## config.mk

```make
export PLATFORM = sky130hd
export DESIGN_NAME = smdh_queue
export DESIGN_NICKNAME = d
export VERILOG_FILES = /design/src/hdl/smdh_pkg.sv /design/src/hdl/smdh_queue.sv
export SDC_FILE = /design/constraint.sdc
export NUM_CORES = 1
export LEC_CHECK = 0
export BUFFER_PORTS_ARGS = -buffer_cell sky130_fd_sc_hd__buf_2
export CAP_MARGIN = 25
export CORE_MARGIN = 2
export CORE_UTILIZATION = 39
export CTS_CLUSTER_DIAMETER = 120
export DETAILED_ROUTE_END_ITERATION = 8
export PLACE_DENSITY = 0.54
export SETUP_SLACK_MARGIN = 0.3
export SKIP_CTS_REPAIR_TIMING = 1
export SYNTH_ARGS = -nofsm -noshare
export SYNTH_HDL_FRONTEND = slang
export SYNTH_SLANG_ARGS = --single-unit
export TNS_END_PERCENT = 30
```

## constraint.sdc

```tcl
create_clock -name clk -period 4.9 [get_ports clk]
set_input_delay 0.49 -clock clk [delete_from_list [all_inputs] [get_ports clk]]
set_output_delay 0.49 -clock clk [all_outputs]
set_load 0.05 [all_outputs]
```

## src/hdl/smdh_pkg.sv

```systemverilog
package smdh_pkg;

  localparam int RING_DEPTH_DEF = 512;
  localparam int COUNT_BITS_DEF = 32;
  localparam int BIN_COUNT      = 256;
  localparam int BIN_BITS       = $clog2(BIN_COUNT);
  localparam int COL_BITS       = 12;
  localparam int ROW_W_BITS     = 13;
  localparam int DISP_BITS      = 9;
  localparam int OUT_CNT_BITS   = 32;
  localparam int Q_DEPTH        = 4;
  localparam int Q_ADDR_BITS    = $clog2(Q_DEPTH);

  localparam logic [ROW_W_BITS-1:0] ROW_WIDTH_RST = 13'd1226;

  // input function codes
  localparam logic [1:0] FUNC_PIXEL = 2'd0;
  localparam logic [1:0] FUNC_READ  = 2'd1;
  localparam logic [1:0] FUNC_CLEAR = 2'd2;

  typedef enum logic [1:0] {
    OP_INC   = 2'd0,
    OP_READ  = 2'd1,
    OP_CLEAR = 2'd2
  } hist_kind_t;

  typedef struct packed {
    hist_kind_t          kind;
    logic [BIN_BITS-1:0] bin;
  } hist_op_t;

  typedef struct packed {
    logic [1:0]  func;
    logic [15:0] disparity_raw;
    logic [7:0]  left_pixel;
    logic [7:0]  right_pixel;
    logic [7:0]  bin_index;
  } in_item_t;

  typedef struct packed {
    logic [7:0]  bin_echo;
    logic [31:0] bin_count;
  } out_item_t;

endpackage

```

## src/hdl/smdh_queue.sv

```systemverilog
module smdh_queue import smdh_pkg::*; (
  input  logic     clk,
  input  logic     rst_n,
  input  logic     push_valid,
  output logic     push_ready,
  input  hist_op_t push_op,
  output logic     pop_valid,
  input  logic     pop_ready,
  output hist_op_t pop_op
);

  hist_op_t               slots [Q_DEPTH];
  logic [Q_ADDR_BITS-1:0] wr_ptr_r, wr_ptr_nxt;
  logic [Q_ADDR_BITS-1:0] rd_ptr_r, rd_ptr_nxt;
  logic [Q_ADDR_BITS:0]   cnt_r, cnt_nxt;
  logic                   do_push, do_pop;

  assign push_ready = (cnt_r != (Q_ADDR_BITS+1)'(Q_DEPTH));
  assign pop_valid  = (cnt_r != '0);
  assign do_push    = push_valid && push_ready;
  assign do_pop     = pop_valid && pop_ready;
  assign pop_op     = slots[rd_ptr_r];

  always_comb begin
    wr_ptr_nxt = do_push ? wr_ptr_r + Q_ADDR_BITS'(1) : wr_ptr_r;
    rd_ptr_nxt = do_pop ? rd_ptr_r + Q_ADDR_BITS'(1) : rd_ptr_r;
    cnt_nxt    = cnt_r;
    if (do_push && !do_pop) begin
      cnt_nxt = cnt_r + (Q_ADDR_BITS+1)'(1);
    end else if (do_pop && !do_push) begin
      cnt_nxt = cnt_r - (Q_ADDR_BITS+1)'(1);
    end
  end

  always_ff @(posedge clk) begin
    if (!rst_n) begin
      wr_ptr_r <= '0;
      rd_ptr_r <= '0;
      cnt_r    <= '0;
    end else begin
      wr_ptr_r <= wr_ptr_nxt;
      rd_ptr_r <= rd_ptr_nxt;
      cnt_r    <= cnt_nxt;
    end
  end

  always_ff @(posedge clk) begin
    if (do_push) begin
      slots[wr_ptr_r] <= push_op;
    end
  end

endmodule

```

==> run summary <==
max-slew violation count - 0
number of global-route vias before repair - 970
number of vias per cell - 4.71
total core area - 0.00475 mm^2
max-cap viol count - 0
Synth Register Bits - 49
clk slew on worst S/H paths - 0.09 ns
setup tns final - 0 ns
Die X-Extent - 74.6 um
Sw Share - 35.9%
HP Class - input port to register
worst-case clock buffer depth - 2
Clock Sinks - 49
first-pass GRT wire length - 4880 um
CTS tree - built
DR vias - 928
Combinational Power Share - 32.9%
Hold Fails Final Rpt - 0
Cells after DPL - 189
Worst Tran Pin Value - 0.725 ns
Finished Core Util - 47.3%
die area - 0.00557 mm^2
clock power share - 21.5%
post-detailed-route count of antenna-violating nets - 0
total gr overflow - 0
Worst Path Required - 4.41 ns
fraction of layout cells with a size suffix above 1 - 36.2%
clock buffer count from CTS - 5
Initial Utilization - 40.9%
largest net degree at the start of global routing - 15
H-tree level count - 2
synth warn - 0
peak supply drop - 0.000282 V
post-synthesis net count - 120
status - complete, no violations
endpoints failing setup - 0
Synth-to-Final Area Change - 15.6%
GPL Wtd Cong - 0.659
Leak - 0.786 nW
WL per Instance - 15.5 um
drt pass-1 iters - 4
post-synthesis cell type count - 23
Reg power frac - 45.6%
Worst Path Max Fanout - 10
post-route clock period utilization - 49.1%
port bufs - 25
pwr dens - 560 mW/mm^2
Sw Pwr - 0.000452 W
initial drt markers - 45
# nets final - 149
Final Skew - 0.00734 ns
P_int - 0.000808 W
Ant. Diodes - 0
worst path arrival time - 1.91 ns
Clock Latency Late Sink - 0.30 ns
Placement Cell Area - 0.00214 mm^2
CP Class - register to primary output
non-filler cells, final - 197
unrepaired setup endpoints after global routing - no
Mapped Cells - 100
initial antenna violation count - 0
GRT Util Overall - 12.4%
relative slew slack - 51.6%
height of the chip - 74.6 um
synthesized cell area - 0.00195 mm^2
clk root buf - clkbuf_8
Tmin final - 2.40 ns
row cnt - 25
post-synthesis sequential area ratio - 71.0%
upper clock frequency limit - 0.416 GHz
crit start category - register
Final Cell Area - 0.00225 mm^2
syn_area_per_cell - 19.5 um^2
DRC violations left - 0
I/O pin cnt - 26
Detailed Route WL - 3050 um
critical path capture point type - primary output
[layer usage]
metal / track usage, % / vias up / share of wire (%)
li1: - / 441 / -
met1: 15.0 / 459 / 42
met2: 20.5 / 22 / 50
met3: 4.55 / 6 / 5.7
met4: 4.76 / 0 / 1.9
met5: 0 / - / 0
[layout make-up]
cell class	instances	area [um^2]
flip-flops and latches	49	1380
inverters	3	11.3
well taps	67	83.8
fillers	437	2500
repair buffers	25	125
clock buffers	8	111
multi-input cells	45	537
[stage by stage]
step	setup WS, ns	hold slack (ns)	power, W
detailed placement	2.66	0.505	0.00101
global placement	2.76	0.488	0.00100
CTS	2.41	0.402	0.00128
floorplan	2.84	0.468	0.000919
global route	2.36	0.400	0.00133
finish	2.50	0.402	0.00126
[sequential cells by signal, indices dropped and copies added (netlist names), named ones only]
| register | flops |
|---|---|
| cnt_r | 3 |
| wr_ptr_r | 2 |
| slots | 40 |
| rd_ptr_r | 2 |
[cell usage after synthesis]
library cell / instances / area share [%]
inv_1: 3 / 0.58
a21boi_4: 1 / 0.96
nand2_1: 5 / 0.96
o21ai_0: 1 / 0.26
or3_1: 1 / 0.32
o311ai_2: 1 / 0.84
or3_2: 1 / 0.39
buf_4: 1 / 0.39
mux2i_1: 3 / 1.5
fa_1: 1 / 1.0
dfxtp_1: 9 / 9.3
and2_1: 8 / 2.6
clkbuf_1: 1 / 0.19
nor2_2: 1 / 0.32
o31ai_4: 1 / 1.1
ha_1: 5 / 3.2
xor2_1: 1 / 0.45
edfxtp_1: 40 / 62
mux4_2: 10 / 12
a21boi_0: 1 / 0.39
nor2b_1: 1 / 0.32
clkbuf_2: 1 / 0.26
xnor2_1: 3 / 1.4
[logic make-up after synthesis]
logic type | Yosys count | synth area share [%]
xor+xnor | 4 | 1.80
buf+inv | 6 | 1.41
mux | 13 | 13.1
flops | 49 | 71.0
simple gates | 17 | 4.89
fa+ha+maj | 6 | 4.24
compound gates | 5 | 3.54
[worst paths after layout]
kind / slack [ns] / startpoint / end / depth (start not counted)
setup / recovery: 2.50 / register / pop_op[8] / 2
setup reg to reg: 2.66 / cnt_r[0] / cnt_r[2] / 8
hold / removal: 0.40 / push_op[1] / slots[1][1] / 1
hold reg to reg: 0.51 / wr_ptr_r[0] / wr_ptr_r[0] / 2
[worst max-delay path, stage by stage, from the launching register on]
cell and delay [ns]:
dfxtp_1 0.80, mux4_2 0.59, buf_2 0.23
[power by group through the flow]
stage | logic (W) | registers [W] | clock network, W
2_1_floorplan | 0.000370 | 0.000549 | 0
3_3_place_gp | 0.000415 | 0.000584 | 0
3_5_place_dp | 0.000420 | 0.000589 | 0
4_1_cts | 0.000421 | 0.000580 | 0.000280
5_1_grt | 0.000443 | 0.000586 | 0.000297
6_report | 0.000414 | 0.000575 | 0.000271
[placed cells by master (no fill, tap or decap), types with 3 or more instances in the layout]
cell,count
and2_1,8
edfxtp_1,40
clkbuf_8,6
mux2i_1,3
xnor2_1,3
ha_1,5
nand2_1,5
dfxtp_1,9
buf_2,25
mux4_2,10
inv_1,3
Power figures use the tool's default switching activity.
