File: config.mk
export PLATFORM = sky130hd
export DESIGN_NAME = smdh_front
export DESIGN_NICKNAME = d
export VERILOG_FILES = /design/src/hdl/smdh_pkg.sv /design/src/hdl/smdh_front.sv
export SDC_FILE = /design/constraint.sdc
export NUM_CORES = 2
export LEC_CHECK = 0
export BUFFER_PORTS_ARGS = -buffer_cell sky130_fd_sc_hd__buf_2
export CAP_MARGIN = 20
export CORE_ASPECT_RATIO = 1.1
export CORE_MARGIN = 8
export CORE_UTILIZATION = 30
export DETAILED_ROUTE_END_ITERATION = 12
export GPL_ROUTABILITY_DRIVEN = 0
export SLEW_MARGIN = 20
export SYNTH_ARGS = -nofsm -noshare
export SYNTH_HDL_FRONTEND = slang
export SYNTH_SLANG_ARGS = --single-unit
File: constraint.sdc
create_clock -name clk -period 11.37 [get_ports clk]
set_input_delay 1.7055 -clock clk [delete_from_list [all_inputs] [get_ports clk]]
set_output_delay 1.7055 -clock clk [all_outputs]
set_load 0.1 [all_outputs]
File: src/hdl/smdh_pkg.sv
package smdh_pkg;

  localparam int RING_DEPTH_DEF = 512;
  localparam int COUNT_BITS_DEF = 32;
  localparam int BIN_COUNT      = 256;
  localparam int BIN_BITS       = $clog2(BIN_COUNT);
  localparam int COL_BITS       = 12;
  localparam int ROW_W_BITS     = 13;
  localparam int DISP_BITS      = 9;
  localparam int OUT_CNT_BITS   = 32;
  localparam int Q_DEPTH        = 4;
  localparam int Q_ADDR_BITS    = $clog2(Q_DEPTH);

  localparam logic [ROW_W_BITS-1:0] ROW_WIDTH_RST = 13'd1226;

  // input function codes
  localparam logic [1:0] FUNC_PIXEL = 2'd0;
  localparam logic [1:0] FUNC_READ  = 2'd1;
  localparam logic [1:0] FUNC_CLEAR = 2'd2;

  typedef enum logic [1:0] {
    OP_INC   = 2'd0,
    OP_READ  = 2'd1,
    OP_CLEAR = 2'd2
  } hist_kind_t;

  typedef struct packed {
    hist_kind_t          kind;
    logic [BIN_BITS-1:0] bin;
  } hist_op_t;

  typedef struct packed {
    logic [1:0]  func;
    logic [15:0] disparity_raw;
    logic [7:0]  left_pixel;
    logic [7:0]  right_pixel;
    logic [7:0]  bin_index;
  } in_item_t;

  typedef struct packed {
    logic [7:0]  bin_echo;
    logic [31:0] bin_count;
  } out_item_t;

endpackage

File: src/hdl/smdh_front.sv
module smdh_front import smdh_pkg::*; #(
  parameter int RING_DEPTH = RING_DEPTH_DEF
) (
  input  logic                  clk,
  input  logic                  rst_n,
  input  logic [ROW_W_BITS-1:0] row_width,
  input  logic                  in_valid,
  output logic                  in_ready,
  input  in_item_t              in_item,
  output logic                  push_valid,
  input  logic                  push_ready,
  output hist_op_t              push_op
);

  localparam int RING_AW = $clog2(RING_DEPTH);
  localparam int SUM_W   = RING_AW + 1;
  localparam logic [SUM_W-1:0]   DEPTH_W   = SUM_W'(RING_DEPTH);
  localparam logic [RING_AW-1:0] PTR_LAST  = RING_AW'(RING_DEPTH - 1);

  logic [7:0] ring [RING_DEPTH];
  logic [7:0] ring_q_r;

  logic [COL_BITS-1:0] col_r, col_nxt;
  logic [RING_AW-1:0]  ptr_r, ptr_nxt;
  logic                s1_valid_r, s1_valid_nxt;
  logic                s1_push_r;
  hist_kind_t          s1_kind_r;
  logic                s1_d0_r;
  logic [7:0]          s1_left_r, s1_right_r, s1_bin_r;

  logic                  accept, pix_acc, s1_done;
  logic [DISP_BITS:0]    d_sum;
  logic [DISP_BITS-1:0]  d;
  logic                  hit;
  logic [ROW_W_BITS-1:0] col_inc;
  logic                  col_wrap;
  logic [SUM_W-1:0]      rd_sum;
  logic [RING_AW-1:0]    rd_addr;
  logic [7:0]            matched, diff;

  assign push_valid = s1_valid_r && s1_push_r;
  assign s1_done    = !push_valid || push_ready;
  assign in_ready   = !s1_valid_r || s1_done;
  assign accept     = in_valid && in_ready;
  assign pix_acc    = accept && (in_item.func == FUNC_PIXEL);

  // round disparity to whole pixels
  assign d_sum = {1'b0, in_item.disparity_raw[15:7]} + (DISP_BITS+1)'(1);
  assign d     = d_sum[DISP_BITS:1];
  assign hit   = (in_item.disparity_raw != 16'd0) &&
                 ({{(COL_BITS-DISP_BITS){1'b0}}, d} <= col_r);

  // ring slot of column minus disparity
  always_comb begin
    if ({1'b0, ptr_r} >= SUM_W'(d)) begin
      rd_sum = {1'b0, ptr_r} - SUM_W'(d);
    end else begin
      rd_sum = {1'b0, ptr_r} + DEPTH_W - SUM_W'(d);
    end
    rd_addr = rd_sum[RING_AW-1:0];
  end

  assign col_inc  = {1'b0, col_r} + ROW_W_BITS'(1);
  assign col_wrap = (col_inc >= row_width) || (col_r == {COL_BITS{1'b1}});

  always_comb begin
    col_nxt = col_r;
    ptr_nxt = ptr_r;
    if (pix_acc) begin
      if (col_wrap) begin
        col_nxt = '0;
        ptr_nxt = '0;
      end else begin
        col_nxt = col_inc[COL_BITS-1:0];
        ptr_nxt = (ptr_r == PTR_LAST) ? '0 : ptr_r + RING_AW'(1);
      end
    end
  end

  always_comb begin
    s1_valid_nxt = s1_valid_r;
    if (accept) begin
      s1_valid_nxt = 1'b1;
    end else if (s1_done) begin
      s1_valid_nxt = 1'b0;
    end
  end

  always_ff @(posedge clk) begin
    if (!rst_n) begin
      col_r      <= '0;
      ptr_r      <= '0;
      s1_valid_r <= 1'b0;
    end else begin
      col_r      <= col_nxt;
      ptr_r      <= ptr_nxt;
      s1_valid_r <= s1_valid_nxt;
    end
  end

  // ring: write current byte, read the match slot
  always_ff @(posedge clk) begin
    if (pix_acc) begin
      ring[ptr_r] <= in_item.right_pixel;
      ring_q_r    <= ring[rd_addr];
    end
  end

  always_ff @(posedge clk) begin
    if (accept) begin
      s1_left_r  <= in_item.left_pixel;
      s1_right_r <= in_item.right_pixel;
      s1_bin_r   <= in_item.bin_index;
      s1_d0_r    <= (d == '0);
      case (in_item.func)
        FUNC_PIXEL: begin
          s1_kind_r <= OP_INC;
          s1_push_r <= hit;
        end
        FUNC_READ: begin
          s1_kind_r <= OP_READ;
          s1_push_r <= 1'b1;
        end
        FUNC_CLEAR: begin
          s1_kind_r <= OP_CLEAR;
          s1_push_r <= 1'b1;
        end
        default: begin
          s1_kind_r <= OP_READ;
          s1_push_r <= 1'b0;
        end
      endcase
    end
  end

  // zero disparity matches the byte just written
  assign matched = s1_d0_r ? s1_right_r : ring_q_r;
  assign diff    = (s1_left_r >= matched) ? (s1_left_r - matched) : (matched - s1_left_r);

  assign push_op.kind = s1_kind_r;
  assign push_op.bin  = (s1_kind_r == OP_INC) ? diff : s1_bin_r;

endmodule

==> run_results.csv <==
group,metric,value,unit
routing,drc,0,
power_and_ir_drop,p_leak,60.0,nW
worst_setup_path,critPathRequiredTime,12190,ps
timing,maxSlewHeadroom,0.164,
cts,clk_pin_slew,60,ps
die,start_util,0.301,
routing,ant_nets,0,
layout,stdcell_area,0.188,mm2
power_and_ir_drop,pwr-share-clk,0.377,
power_and_ir_drop,p_sw,9.35,mW
cts,htree_levels,5,
die,fp.dieArea,0.577,mm2
logic_synthesis,synthArstFlopShare,0,
logic_synthesis,synthCells,10109,
layout,final_cells,17804,
timing,holdWs,516,ps
power_and_ir_drop,total_power,35.2,mW
worst_setup_path,criticalPathCategory,"in -> reg",
place,place.detailed.hpwl,276000,um
grt,grt_pass1_wl,675000,um
layout,nets,10222,
grt,grt_pass1_vias,90725,
routing,first_iter_violations,12020,
timing,hold_viol,0,
place,port_buffers,70,
logic_synthesis,ys_warn_count,0,
routing,vias,94247,
grt,grt_usage,0.157,
routing,wl_per_cell,26.8,um
cts,post_cts_resized,0,
cts,numCtsBuffers,410,
job,maxCapViolCount,0,
logic_synthesis,ys_types,91,
cts,cts.path.max_buffers,4,
worst_setup_path,cp_data_arrival_time,8640,ps
logic_synthesis,syn-cell-area,0.166,mm2
logic_synthesis,synth_seq_area_share,0.751,
cts,clk_latency,990,ps
min_path,hp-class,"reg -> reg",
routing,viasPerCell,5.29,
routing,drt-total-wl,477000,um
grt,grt_max_degree,189,
die,ioPinCount,71,
timing,setup_tns,0,ps
worst_setup_path,cp-end-kind,"register",
grt,antenna_found_initial,30,
timing,period_minus_slack,7820,ps
timing,worstMarginPinSlew,1250,ps
power_and_ir_drop,power_frac_seq,0.479,
logic_synthesis,synth_nets,10221,
timing,finalCritPeriodShare,0.688,
cts,ctsRootBufferMaster,"clkbuf_16",
place,dp.cells,17040,
layout,area_growth,13.3,%
die,core,0.551,mm2
layout,layout-drive-gt1-share,0.129,
layout,multi_input_area,0.0385,mm2
die,rows,286,
cts,cts.sinks,4154,
power_and_ir_drop,intPower,25.8,mW
power_and_ir_drop,combPwrFrac,0.144,
power_and_ir_drop,p_sw_frac,0.266,
layout,fillers,52194,
logic_synthesis,synth-edff-count,4132,
timing,grt_setup_unrepaired,"no",
timing,finalClockSkew,33.0,ps
timing,setup_viol,0,
cts,hold_buffers,0,
power_and_ir_drop,power.density,187,mW/mm2
die,die_y,796,um
worst_setup_path,critPathMaxFanout,110,
logic_synthesis,ys_seq_elements,4154,
run_status,status,"completed",
timing,max_freq,128,MHz
logic_synthesis,avgSynthCellArea,16.4,um2
power_and_ir_drop,irDropWorstVdd,0.129,mV
die,die_x,725,um
timing,slew_violations,0,
worst_setup_path,cp-start-kind,"input port",
routing,first_pass_iters,6,
cts,postCtsSetupBuffers,0,
place,placed_area,0.175,mm2
layout,register_area,0.125,mm2
cts,tritoncts,"done",
grt,gr-total-overflow,0,
logic_synthesis,ys.flop_type,"edfxtp_1",
placed cells by master (no fill, tap or decap), types with 35 or more instances in the layout:
master	n
edfxtp_1	4132
nor2_1	542
nand4_1	50
nand2_1	1461
buf_2	62
a221oi_1	252
clkinv_2	87
ha_1	49
o21ai_0	127
a311oi_1	45
a31oi_1	132
o221ai_1	47
mux2i_1	823
buf_12	37
a21oi_1	168
inv_1	53
nor4_1	38
mux4_2	359
a32oi_1	90
o22ai_1	48
buf_4	174
clkbuf_1	77
and3_1	56
mux2_2	35
clkinv_1	95
nand3_1	424
clkbuf_16	418
Yosys cell counts, types with 25 or more instances:
library cell | n | area, um2
edfxtp_1 | 4132 | 124000
nand2_1 | 1477 | 5540
mux2i_1 | 823 | 8240
nor2_1 | 559 | 2100
nand3_1 | 428 | 2140
clkbuf_1 | 360 | 1350
mux4_2 | 359 | 8090
a221oi_1 | 252 | 2210
buf_2 | 223 | 1120
a21oi_1 | 169 | 846
a31oi_1 | 132 | 826
o21ai_0 | 127 | 636
a32oi_1 | 90 | 788
buf_1 | 83 | 312
and3_1 | 56 | 350
inv_1 | 54 | 203
ha_1 | 50 | 626
nand4_1 | 50 | 313
o22ai_1 | 48 | 300
o221ai_1 | 47 | 412
a311oi_1 | 45 | 394
nor4_1 | 42 | 263
a211oi_1 | 35 | 263
mux2_2 | 35 | 394
o211ai_1 | 33 | 248
a32o_1 | 31 | 310
a311o_1 | 25 | 250
worst paths after layout:
| check | slack (ps) | cells after the start | to | start |
|---|---|---|---|---|
| setup / recovery | 3550 | 16 | ring_q_r[5] | in_item[31] |
| hold reg to reg | 520 | 2 | col_r[11] | col_r[11] |
| hold / removal | 520 | 2 | col_r[11] | col_r[11] |
| setup reg to reg | 4370 | 15 | ring_q_r[5] | ptr_r[0] |
logic make-up (layout without fill, tap and decap cells):
logic type	count (synthesis)	in the layout	synth area share
flip-flops	4154	4154	0.751
AND/OR/NAND/NOR	2709	2709	0.0685
multiplexers	1217	1217	0.101
AO/OA/AOI/OAI	1184	1184	0.0532
buffers and inverters	749	1082	0.0194
adder cells (fa/ha/maj)	58	58	0.00446
XOR/XNOR	38	38	0.00247
other	0	18	0
critical path: stages:
cell       delay [ps]
buf_2             110
ha_1              230
xor2_1            430
inv_1             160
fa_4              490
xnor2_1           240
xor3_4            970
buf_4             470
buf_12            440
mux2i_1           160
a221oi_1          430
o21ai_0           180
o32a_1            470
a2111oi_1        1140
a31oi_1           420
nand4_1           210
routing by layer:
metal,global-route usage,vias up,part of all wire
met5,0,-,0.000099
met4,0.0514,6,0.034
met3,0.0313,795,0.096
met2,0.252,4811,0.47
met1,0.214,48881,0.40
li1,-,39754,-
registers in the layout, summed over array words and instances, names as in the netlist:
name / cells
col_r: 12
ptr_r: 9
ring: 4096
ring_q_r: 8
s1_bin_r: 8
s1_d0_r: 1
s1_kind_r: 2
s1_left_r: 8
s1_push_r: 1
s1_right_r: 8
s1_valid_r: 1
power by group through the flow:
stage	logic [mW]	registers (mW)	clock network, mW
after global routing	5.28	16.9	13.9
after floorplan	2.94	17.2	0
after global placement	5.01	17.2	0
final	5.06	16.9	13.3
after CTS	5.04	16.9	13.4
after detailed placement	5.03	17.2	0
area by class of cell:
| cell class | count | share of cell area |
|---|---|---|
| sequential | 4154 | 0.663 |
| multi-input combinational | 5206 | 0.205 |
| clock buffer | 495 | 0.0572 |
| tap | 7344 | 0.0489 |
| timing repair buffer | 282 | 0.0132 |
| clock inverter | 249 | 0.0116 |
| inverter | 56 | 0.00113 |
| antenna | 18 | 0.000240 |
stage by stage:
step                 util  worst slack [ps]
global route        0.341              3450
global placement    0.317              2560
detailed placement  0.317              2880
CTS                 0.341              3890
floorplan               -              3920
finish              0.341              3550
No activity file was read; power rests on OpenSTA's default activity.
